### src/hw/rtl/rlmc_pkg.sv
// ----------------------------------------------------------------------------
// rlmc_pkg
// Shared types, constants and helpers of the RGBW LED mode controller.
// ----------------------------------------------------------------------------
package rlmc_pkg;

	localparam logic [7:0]  DUTY_MAX      = 8'd255;
	localparam logic [13:0] PERIOD_STEP   = 14'd50;
	localparam logic [13:0] PERIOD_BASE   = 14'd3000;
	localparam logic [13:0] PERIOD_RESET  = 14'd15000;
	localparam logic [7:0]  SPEC_HALF     = 8'd127;
	localparam logic [7:0]  SPEC_BLUE_CAP = 8'd143;

	typedef enum logic [1:0] {
		KIND_SAMPLE = 2'd0,
		KIND_TICK   = 2'd1,
		KIND_BUTTON = 2'd2,
		KIND_NONE   = 2'd3
	} kind_t;

	typedef enum logic [1:0] {
		MODE_SOLID    = 2'd0,
		MODE_SPECTRUM = 2'd1,
		MODE_FADE     = 2'd2,
		MODE_AUDIO    = 2'd3
	} mode_t;

	// classified word handed from front to back
	typedef struct packed {
		kind_t       kind;
		logic [7:0]  ch1;
		logic [7:0]  ch2;
		logic [7:0]  ch3;
		logic [7:0]  ch4;
		logic [7:0]  aud_red;
		logic [7:0]  aud_green;
		logic [7:0]  aud_blue;
		logic [13:0] period;
		logic        button;
	} cmd_t;

	typedef struct packed {
		logic [7:0]  white;
		logic [7:0]  red;
		logic [7:0]  green;
		logic [7:0]  blue;
		mode_t       mode;
		logic [13:0] period;
	} res_t;

	// x / 255 for x up to 255*255: (x + (x >> 8) + 1) >> 8
	function automatic logic [7:0] div255(input logic [15:0] x);
		logic [16:0] t;
		t = {1'b0, x} + 17'(x[15:8]) + 17'd1;
		return t[15:8];
	endfunction

endpackage

### src/hw/rtl/rgbw_led_mode_controller.sv
// ----------------------------------------------------------------------------
// rgbw_led_mode_controller
// Four-mode RGBW LED duty controller: solid, spectrum, fade and audio.
// ----------------------------------------------------------------------------
// channel   handshake       payload
// input     push / full     kind, ch1..ch6, button_level
// result    pop / empty     white_duty, red_duty, green_duty, blue_duty,
//                           mode, tick_period
//
// One word per cycle sustained while results are popped, one result per word.
// A pushed word waits in the input queue; its result is registered in the result queue.
// Front and back each hold a two-entry queue, so a stalled pop fills the
// result queue first and then the input queue before full rises.
// Reset is asynchronous; both queues come out of reset empty.
// ----------------------------------------------------------------------------
module rgbw_led_mode_controller import rlmc_pkg::*; (
	input  logic        clk,
	input  logic        arst_n,
	input  logic        push,
	output logic        full,
	input  logic [1:0]  kind,
	input  logic [7:0]  ch1,
	input  logic [7:0]  ch2,
	input  logic [7:0]  ch3,
	input  logic [7:0]  ch4,
	input  logic [7:0]  ch5,
	input  logic [7:0]  ch6,
	input  logic        button_level,
	input  logic        pop,
	output logic        empty,
	output logic [7:0]  white_duty,
	output logic [7:0]  red_duty,
	output logic [7:0]  green_duty,
	output logic [7:0]  blue_duty,
	output logic [1:0]  mode,
	output logic [13:0] tick_period
);

	logic q_empty;
	logic take;
	cmd_t q_head;

	rlmc_front u_front (
		.clk          (clk),
		.arst_n       (arst_n),
		.push         (push),
		.full         (full),
		.kind         (kind),
		.ch1          (ch1),
		.ch2          (ch2),
		.ch3          (ch3),
		.ch4          (ch4),
		.ch5          (ch5),
		.ch6          (ch6),
		.button_level (button_level),
		.take         (take),
		.q_empty      (q_empty),
		.q_head       (q_head)
	);

	rlmc_back u_back (
		.clk         (clk),
		.arst_n      (arst_n),
		.cmd_valid   (~q_empty),
		.cmd         (q_head),
		.take        (take),
		.pop         (pop),
		.empty       (empty),
		.white_duty  (white_duty),
		.red_duty    (red_duty),
		.green_duty  (green_duty),
		.blue_duty   (blue_duty),
		.mode        (mode),
		.tick_period (tick_period)
	);

endmodule

### src/hw/rtl/rlmc_front.sv
// ----------------------------------------------------------------------------
// rlmc_front
// Accepts input words, classifies them, precomputes the input-only products
// (audio duties, fade tick period) and holds them in a two-entry queue.
// ----------------------------------------------------------------------------
module rlmc_front import rlmc_pkg::*; (
	input  logic       clk,
	input  logic       arst_n,
	input  logic       push,
	output logic       full,
	input  logic [1:0] kind,
	input  logic [7:0] ch1,
	input  logic [7:0] ch2,
	input  logic [7:0] ch3,
	input  logic [7:0] ch4,
	input  logic [7:0] ch5,
	input  logic [7:0] ch6,
	input  logic       button_level,
	input  logic       take,
	output logic       q_empty,
	output cmd_t       q_head
);

	cmd_t       cmd;
	cmd_t       mem_q [2];
	logic       wr_ptr_q;
	logic       rd_ptr_q;
	logic [1:0] cnt_q;
	logic       enq;
	logic       deq;

	always_comb begin
		cmd.kind      = kind_t'(kind);
		cmd.ch1       = ch1;
		cmd.ch2       = ch2;
		cmd.ch3       = ch3;
		cmd.ch4       = ch4;
		cmd.aud_red   = div255(16'(ch3) * 16'(ch5));
		cmd.aud_green = div255(16'(ch1) * 16'(ch5));
		cmd.aud_blue  = div255(16'(ch2) * 16'(ch5));
		cmd.period    = 14'(ch6) * PERIOD_STEP + PERIOD_BASE;
		cmd.button    = button_level;
	end

	assign full    = (cnt_q == 2'd2);
	assign q_empty = (cnt_q == 2'd0);
	assign q_head  = mem_q[rd_ptr_q];
	assign enq     = push & ~full;
	assign deq     = take & ~q_empty;

	always_ff @(posedge clk) begin
		if (enq) begin
			mem_q[wr_ptr_q] <= cmd;
		end
	end

	always_ff @(posedge clk or negedge arst_n) begin
		if (!arst_n) begin
			wr_ptr_q <= 1'b0;
			rd_ptr_q <= 1'b0;
			cnt_q    <= 2'd0;
		end else begin
			if (enq) begin
				wr_ptr_q <= ~wr_ptr_q;
			end
			if (deq) begin
				rd_ptr_q <= ~rd_ptr_q;
			end
			cnt_q <= cnt_q + 2'(enq) - 2'(deq);
		end
	end

endmodule

### src/hw/rtl/rlmc_back.sv
// ----------------------------------------------------------------------------
// rlmc_back
// Carries out classified words against mode, fade, spectrum and button state,
// one per cycle while the results fit in its two-entry output queue.
// ----------------------------------------------------------------------------
module rlmc_back import rlmc_pkg::*; (
	input  logic        clk,
	input  logic        arst_n,
	input  logic        cmd_valid,
	input  cmd_t        cmd,
	output logic        take,
	input  logic        pop,
	output logic        empty,
	output logic [7:0]  white_duty,
	output logic [7:0]  red_duty,
	output logic [7:0]  green_duty,
	output logic [7:0]  blue_duty,
	output logic [1:0]  mode,
	output logic [13:0] tick_period
);

	typedef enum logic [2:0] {
		PH_GREEN_UP     = 3'd1,
		PH_GREEN_TOP    = 3'd2,
		PH_BLUE_DOWN    = 3'd3,
		PH_GREEN_TO_RED = 3'd4,
		PH_RED_TO_BLUE  = 3'd5,
		PH_RED_UP       = 3'd6,
		PH_RED_DOWN     = 3'd7
	} phase_t;

	mode_t       mode_q,    n_mode;
	logic [7:0]  level_q,   n_level;
	logic        rising_q,  n_rising;
	phase_t      phase_q,   n_phase;
	logic [7:0]  white_q,   n_white;
	logic [7:0]  red_q,     n_red;
	logic [7:0]  green_q,   n_green;
	logic [7:0]  blue_q,    n_blue;
	logic        pend_q,    n_pend;
	logic        prev_q,    n_prev;
	logic [13:0] period_q,  n_period;

	logic [7:0]  fade_w, fade_r, fade_g, fade_b;

	res_t        res;
	res_t        omem_q [2];
	logic        owr_q;
	logic        ord_q;
	logic [1:0]  ocnt_q;
	logic        odeq;
	res_t        head;

	function automatic logic [7:0] fade_scale(input logic [7:0] pot, input logic [7:0] lvl);
		logic [7:0] q;
		q = div255(16'(pot) * 16'(lvl));
		return (q == DUTY_MAX) ? DUTY_MAX : q + 8'd1;
	endfunction

	assign fade_w = fade_scale(cmd.ch4, level_q);
	assign fade_r = fade_scale(cmd.ch1, level_q);
	assign fade_g = fade_scale(cmd.ch2, level_q);
	assign fade_b = fade_scale(cmd.ch3, level_q);

	assign take = cmd_valid & (ocnt_q != 2'd2);

	always_comb begin
		n_mode   = mode_q;
		n_level  = level_q;
		n_rising = rising_q;
		n_phase  = phase_q;
		n_white  = white_q;
		n_red    = red_q;
		n_green  = green_q;
		n_blue   = blue_q;
		n_pend   = pend_q;
		n_prev   = prev_q;
		n_period = period_q;
		unique case (cmd.kind)
			KIND_SAMPLE: begin
				// a pending press is always consumed by a sample pass
				n_pend = 1'b0;
				unique case (mode_q)
					MODE_SOLID: begin
						n_white = cmd.ch4;
						if (pend_q) begin
							n_red   = 8'd0;
							n_green = 8'd0;
							n_blue  = DUTY_MAX;
							n_mode  = MODE_SPECTRUM;
						end else begin
							n_red   = cmd.ch1;
							n_green = cmd.ch2;
							n_blue  = cmd.ch3;
						end
					end
					MODE_SPECTRUM: begin
						if (pend_q) begin
							n_mode  = MODE_FADE;
							n_white = fade_w;
							n_red   = fade_r;
							n_green = fade_g;
							n_blue  = fade_b;
						end
					end
					MODE_FADE: begin
						if (pend_q) begin
							n_mode  = MODE_AUDIO;
							n_white = cmd.ch4;
							n_red   = cmd.aud_red;
							n_green = cmd.aud_green;
							n_blue  = cmd.aud_blue;
						end else begin
							n_white = fade_w;
							n_red   = fade_r;
							n_green = fade_g;
							n_blue  = fade_b;
						end
					end
					MODE_AUDIO: begin
						n_white = cmd.ch4;
						n_red   = cmd.aud_red;
						n_green = cmd.aud_green;
						n_blue  = cmd.aud_blue;
						if (pend_q) begin
							n_mode = MODE_SOLID;
						end
					end
					default: ;
				endcase
			end
			KIND_TICK: begin
				if (mode_q == MODE_FADE) begin
					n_period = cmd.period;
					if (n_rising && n_level != DUTY_MAX) n_level = n_level + 8'd1;
					if (n_rising && n_level == DUTY_MAX) n_rising = 1'b0;
					if (!n_rising && n_level != 8'd0) n_level = n_level - 8'd1;
					if (!n_rising && n_level == 8'd0) n_rising = 1'b1;
				end
				if (mode_q == MODE_SPECTRUM) begin
					n_white = cmd.ch4;
					// phases fall through within one tick
					if (n_phase == PH_GREEN_UP) begin
						n_green = n_green + 8'd1;
						if (n_green == SPEC_HALF) n_phase = PH_GREEN_TOP;
					end
					if (n_phase == PH_GREEN_TOP) begin
						n_green = n_green + 8'd1;
						if (n_green == DUTY_MAX) n_phase = PH_BLUE_DOWN;
					end
					if (n_phase == PH_BLUE_DOWN) begin
						n_blue = n_blue - 8'd1;
						if (n_blue == 8'd0) n_phase = PH_GREEN_TO_RED;
					end
					if (n_phase == PH_GREEN_TO_RED) begin
						n_green = n_green - 8'd1;
						n_red   = n_red + 8'd1;
						if (n_green == 8'd0) n_phase = PH_RED_TO_BLUE;
					end
					if (n_phase == PH_RED_TO_BLUE) begin
						n_blue = n_blue + 8'd1;
						n_red  = n_red - 8'd1;
						if (n_blue == SPEC_HALF) n_phase = PH_RED_UP;
					end
					if (n_phase == PH_RED_UP) begin
						n_red = n_red + 8'd1;
						if (n_blue < SPEC_BLUE_CAP) n_blue = n_blue + 8'd1;
						if (n_red == DUTY_MAX) n_phase = PH_RED_DOWN;
					end
					if (n_phase == PH_RED_DOWN) begin
						if (n_blue != DUTY_MAX) n_blue = n_blue + 8'd1;
						n_red = n_red - 8'd1;
						if (n_red == 8'd0) n_phase = PH_GREEN_UP;
					end
				end
			end
			KIND_BUTTON: begin
				// pin low: a press is pending only on the falling edge
				if (!cmd.button) n_pend = prev_q;
				n_prev = cmd.button;
			end
			KIND_NONE: ;
			default: ;
		endcase
	end

	always_comb begin
		res.white  = n_white;
		res.red    = n_red;
		res.green  = n_green;
		res.blue   = n_blue;
		res.mode   = n_mode;
		res.period = n_period;
	end

	always_ff @(posedge clk or negedge arst_n) begin
		if (!arst_n) begin
			mode_q   <= MODE_SOLID;
			level_q  <= 8'd0;
			rising_q <= 1'b1;
			phase_q  <= PH_GREEN_UP;
			white_q  <= 8'd0;
			red_q    <= 8'd0;
			green_q  <= 8'd0;
			blue_q   <= DUTY_MAX;
			pend_q   <= 1'b0;
			prev_q   <= 1'b0;
			period_q <= PERIOD_RESET;
		end else if (take) begin
			mode_q   <= n_mode;
			level_q  <= n_level;
			rising_q <= n_rising;
			phase_q  <= n_phase;
			white_q  <= n_white;
			red_q    <= n_red;
			green_q  <= n_green;
			blue_q   <= n_blue;
			pend_q   <= n_pend;
			prev_q   <= n_prev;
			period_q <= n_period;
		end
	end

	// output queue
	assign empty = (ocnt_q == 2'd0);
	assign odeq  = pop & ~empty;
	assign head  = omem_q[ord_q];

	assign white_duty  = head.white;
	assign red_duty    = head.red;
	assign green_duty  = head.green;
	assign blue_duty   = head.blue;
	assign mode        = head.mode;
	assign tick_period = head.period;

	always_ff @(posedge clk) begin
		if (take) begin
			omem_q[owr_q] <= res;
		end
	end

	always_ff @(posedge clk or negedge arst_n) begin
		if (!arst_n) begin
			owr_q  <= 1'b0;
			ord_q  <= 1'b0;
			ocnt_q <= 2'd0;
		end else begin
			if (take) begin
				owr_q <= ~owr_q;
			end
			if (odeq) begin
				ord_q <= ~ord_q;
			end
			ocnt_q <= ocnt_q + 2'(take) - 2'(odeq);
		end
	end

endmodule

### config.mk
export PLATFORM = sky130hd
export DESIGN_NAME = rgbw_led_mode_controller
export DESIGN_NICKNAME = d
export VERILOG_FILES = /design/src/hw/rtl/rlmc_pkg.sv /design/src/hw/rtl/rgbw_led_mode_controller.sv /design/src/hw/rtl/rlmc_front.sv /design/src/hw/rtl/rlmc_back.sv
export SDC_FILE = /design/constraint.sdc
export NUM_CORES = 2
export LEC_CHECK = 0
export BUFFER_PORTS_ARGS = -buffer_cell sky130_fd_sc_hd__buf_2
export CAP_MARGIN = 20
export CORE_ASPECT_RATIO = 0.7
export CORE_MARGIN = 1
export CORE_UTILIZATION = 40
export CTS_CLUSTER_DIAMETER = 100
export DETAILED_ROUTE_END_ITERATION = 10
export GPL_TIMING_DRIVEN = 0
export REMOVE_ABC_BUFFERS = 1
export SLEW_MARGIN = 25
export SYNTH_ARGS = -nofsm -noshare
export SYNTH_HDL_FRONTEND = slang
export SYNTH_SLANG_ARGS = --single-unit
### constraint.sdc
create_clock -name clk -period 22.7 [get_ports clk]
set_input_delay 6.81 -clock clk [delete_from_list [all_inputs] [get_ports clk]]
set_output_delay 6.81 -clock clk [all_outputs]
set_load 0.1 [all_outputs]
==> run summary <==
Status -> completed
FMAX -> 78.6 MHz
Largest net degree at the start of global routing -> 62
GR Util All Layers -> 21.5%
Tcrit/Tclk final -> 56.1%
Flop-to-flop setup slack -> 11340 ps
Skew final -> 24.7 ps
Netlist Area Pre-Place -> 35500 sq um
Area of the core -> 88000 sq um
# resized after CTS -> 0
Comb power frac -> 61.0%
Area delta synth->final -> 9.56%
Drt drc -> 0
Sequential power share -> 25.6%
Most frequent cells in the layout -> 494 x inv_1, 351 x ha_1, 318 x nand2_1
Final slew viol count -> 0
Number of flops mapped to enable cells by yosys -> 240
Die Height -> 251 um
H-tree depth -> 2
Hold Startpoint -> u_back.period_q[13]$_DFFE_PN1P_
Net Sw Frac -> 51.5%
Starting density of the core -> 40.3%
DRT antenna net count -> 0
Most common cell after layout, fill and taps aside -> inv_1
Worst slew pin tran -> 1180 ps
CP max stage cell -> fa_1
R2R cell count -> 32
Worst Hold Depth -> 2
RSZ-0062 raised after global routing -> false
Latest clock arrival within the worst-skew pair -> 580 ps
DRT Wirelength -> 95600 um
Setup Buffers After CTS -> 0
Post-DR wirelength/cell -> 19.1 um
Pint -> 2.16 mW
Max incr delay on CP -> 560 ps
DP HPWL -> 73300 um
# nets final -> 4487
Layout cell share with drive strength beyond 1 -> 10.2%
RR Endpoint -> u_back.omem_q[1][29]$_DFFE_PP_
Vias per cell -> 5.48
I/O Pins -> 105
Cts bufs inserted -> 36
Critical path class -> in -> reg
CTS tree -> done
Place WS -> 9340 ps
Port buffer count -> 104
DRT iter0 DRCs -> 2236
Slew headroom -> 20.5%
Worst r2r src -> u_front.rd_ptr_q$_DFFE_PN0P_
CP startpoint kind -> input pin
First-pass GRT wire length -> 153000 um
GP Congestion -> 0.928
Synth Area per Inst -> 9.31 sq um
Post-Synthesis Cells -> 3814
Switch Pwr -> 2.30 mW
Clock share of power -> 13.4%
Antenna violations before repair -> 0
Via count -> 27483
Clk slew on worst S/H paths -> 60 ps
Hold-fix buffers, CTS -> 0
Seq cells post-synth -> 310
Rows -> 91
Root Buffer Master -> clkbuf_16
TritonRoute pass-1 iters -> 6
Data required time at the worst endpoint -> 23010 ps
Synth cell types -> 112
Vias in the first global route -> 27096
YS warnings -> 0
Max-capacitance violation count -> 0
Die Area -> 90000 sq um
Pwr Total -> 4.46 mW
Total gr overflow -> 0
Hold_ws -> 477 ps
TNS Setup -> 0 ps
CP arrival -> 13040 ps
Final worst slack -> 9970 ps
Power Density -> 115 nW/um^2
P_leak -> 17.2 nW
Min-Delay Endpoint -> u_back.period_q[13]$_DFFE_PN1P_
Main flop type after synthesis -> edfxtp_1
Worst VDD drop -> 0.0790 mV
Post-synthesis sequential area ratio -> 25.3%
Crit end category -> flop
Worst min path class -> reg -> reg
CTS Sinks -> 310
Final setup viols -> 0
Min cycle time layout -> 12730 ps
Post-synth ARST share -> 22.6%
Final hold violations -> 0
Die extent in x -> 358 um
Clock Path Buffers -> 3
Worst Path Max Fanout -> 24
==> worst max path at each step <==
stage,from,to,slack (ps),cells past startpoint
floorplan,ch5[2],u_front.mem_q[0][22]$_DFFE_PP_,10410,27
global placement,u_front.rd_ptr_q$_DFFE_PN0P_,u_back.omem_q[0][29]$_DFFE_PP_,7800,31
detailed placement,ch5[2],u_front.mem_q[0][22]$_DFFE_PP_,9340,27
CTS,ch5[2],u_front.mem_q[0][22]$_DFFE_PP_,9970,27
global route,ch5[2],u_front.mem_q[0][30]$_DFFE_PP_,9450,27
finish,ch5[2],u_front.mem_q[0][22]$_DFFE_PP_,9970,26
==> power by group through the flow <==
stage          logic [mW]  registers [mW]  clock network [mW]
2_1_floorplan        1.91            1.12                   0
3_3_place_gp         2.54            1.20                   0
3_5_place_dp         2.69            1.15                   0
4_1_cts              2.71            1.14               0.617
5_1_grt              2.95            1.17               0.638
6_report             2.72            1.14               0.600
==> state kept, by name, indices dropped and copies added (netlist names), 8 cells and up <==
signal           count
u_back.blue_q        8
u_back.white_q       8
u_front.mem_q      144
u_back.period_q     14
u_back.red_q         8
u_back.level_q       8
u_back.green_q       8
u_back.omem_q       96
==> cells by family (layout without fill, tap and decap cells) <==
logic type	count (synthesis)	count (layout)	synth area share [%]
other	0	1	0
adders and majority gates	616	616	27.1
buffers and inverters	657	692	7.04
xor gates and xnor gates	246	246	6.11
DFF	310	310	25.3
AOI/OAI and AO/OA	743	743	14.1
and+or+nand+nor	1094	1094	16.0
muxes	148	148	4.43
==> cell type report <==
| class | count | area, sq um |
|---|---|---|
| clock inverter | 25 | 325 |
| inverter | 496 | 1860 |
| fill | 8401 | 49100 |
| sequential | 310 | 9000 |
| tap | 1162 | 1450 |
| multi-input combinational | 2847 | 24200 |
| clock buffer | 39 | 912 |
| timing repair buffer | 132 | 1110 |
| antenna | 1 | 2.50 |
==> routing by layer <==
layer | global-route usage, % | up-vias | wire length [um]
li1 | - | 13109 | -
met1 | 32.2 | 13391 | 46800
met2 | 31.4 | 874 | 39100
met3 | 5.13 | 109 | 8050
met4 | 4.35 | 0 | 1620
met5 | 0 | - | 0
==> cells in the mapped netlist (all sizes together) (8+ instances only) <==
cell | instances | area, sq um
o221ai | 12 | 105
a21boi | 10 | 75.1
dfrtp | 53 | 1330
nor2 | 172 | 656
nand3 | 51 | 260
nor2b | 178 | 1110
nand4 | 28 | 190
o21ai | 174 | 890
mux2i | 77 | 771
a22oi | 13 | 103
a211oi | 25 | 203
o211ai | 29 | 223
o22ai | 17 | 106
clkbuf | 131 | 493
a21o | 32 | 240
o31ai | 14 | 105
ha | 354 | 4430
xor2 | 76 | 666
nand2 | 319 | 1200
o21bai | 49 | 368
nor3 | 43 | 230
a221oi | 8 | 82.6
dfstp | 17 | 447
and3 | 33 | 206
or4 | 13 | 105
o311ai | 10 | 87.6
or3 | 16 | 100
o2111ai | 12 | 111
buf | 30 | 145
a31oi | 29 | 181
mux2 | 71 | 803
and2 | 134 | 838
a22o | 10 | 87.6
o21a | 33 | 248
a2111oi | 17 | 198
nand2b | 49 | 307
fa | 255 | 5100
nor4 | 17 | 134
edfxtp | 240 | 7210
inv | 496 | 1860
a21oi | 178 | 906
xnor2 | 169 | 1480
or2 | 15 | 93.8
==> worst max-delay path, delay by kind of cell <==
kind            cells  cell delay [ps]
compound gates     10             1830
simple gates        4              710
fa+ha+maj           6             2710
buf+inv             4              590
xor+xnor            2              370
==> metrics by stage <==
step           instances  utilization (%)  area [sq um]
3_3_place_gp        4919             41.9         36800
6_report            5012             44.2         38900
2_1_floorplan       3653                -         34900
3_5_place_dp        4947             42.8         37600
4_1_cts             5011             44.2         38900
5_1_grt             5011             44.2         38900
No activity file was read; power rests on OpenSTA's default activity.
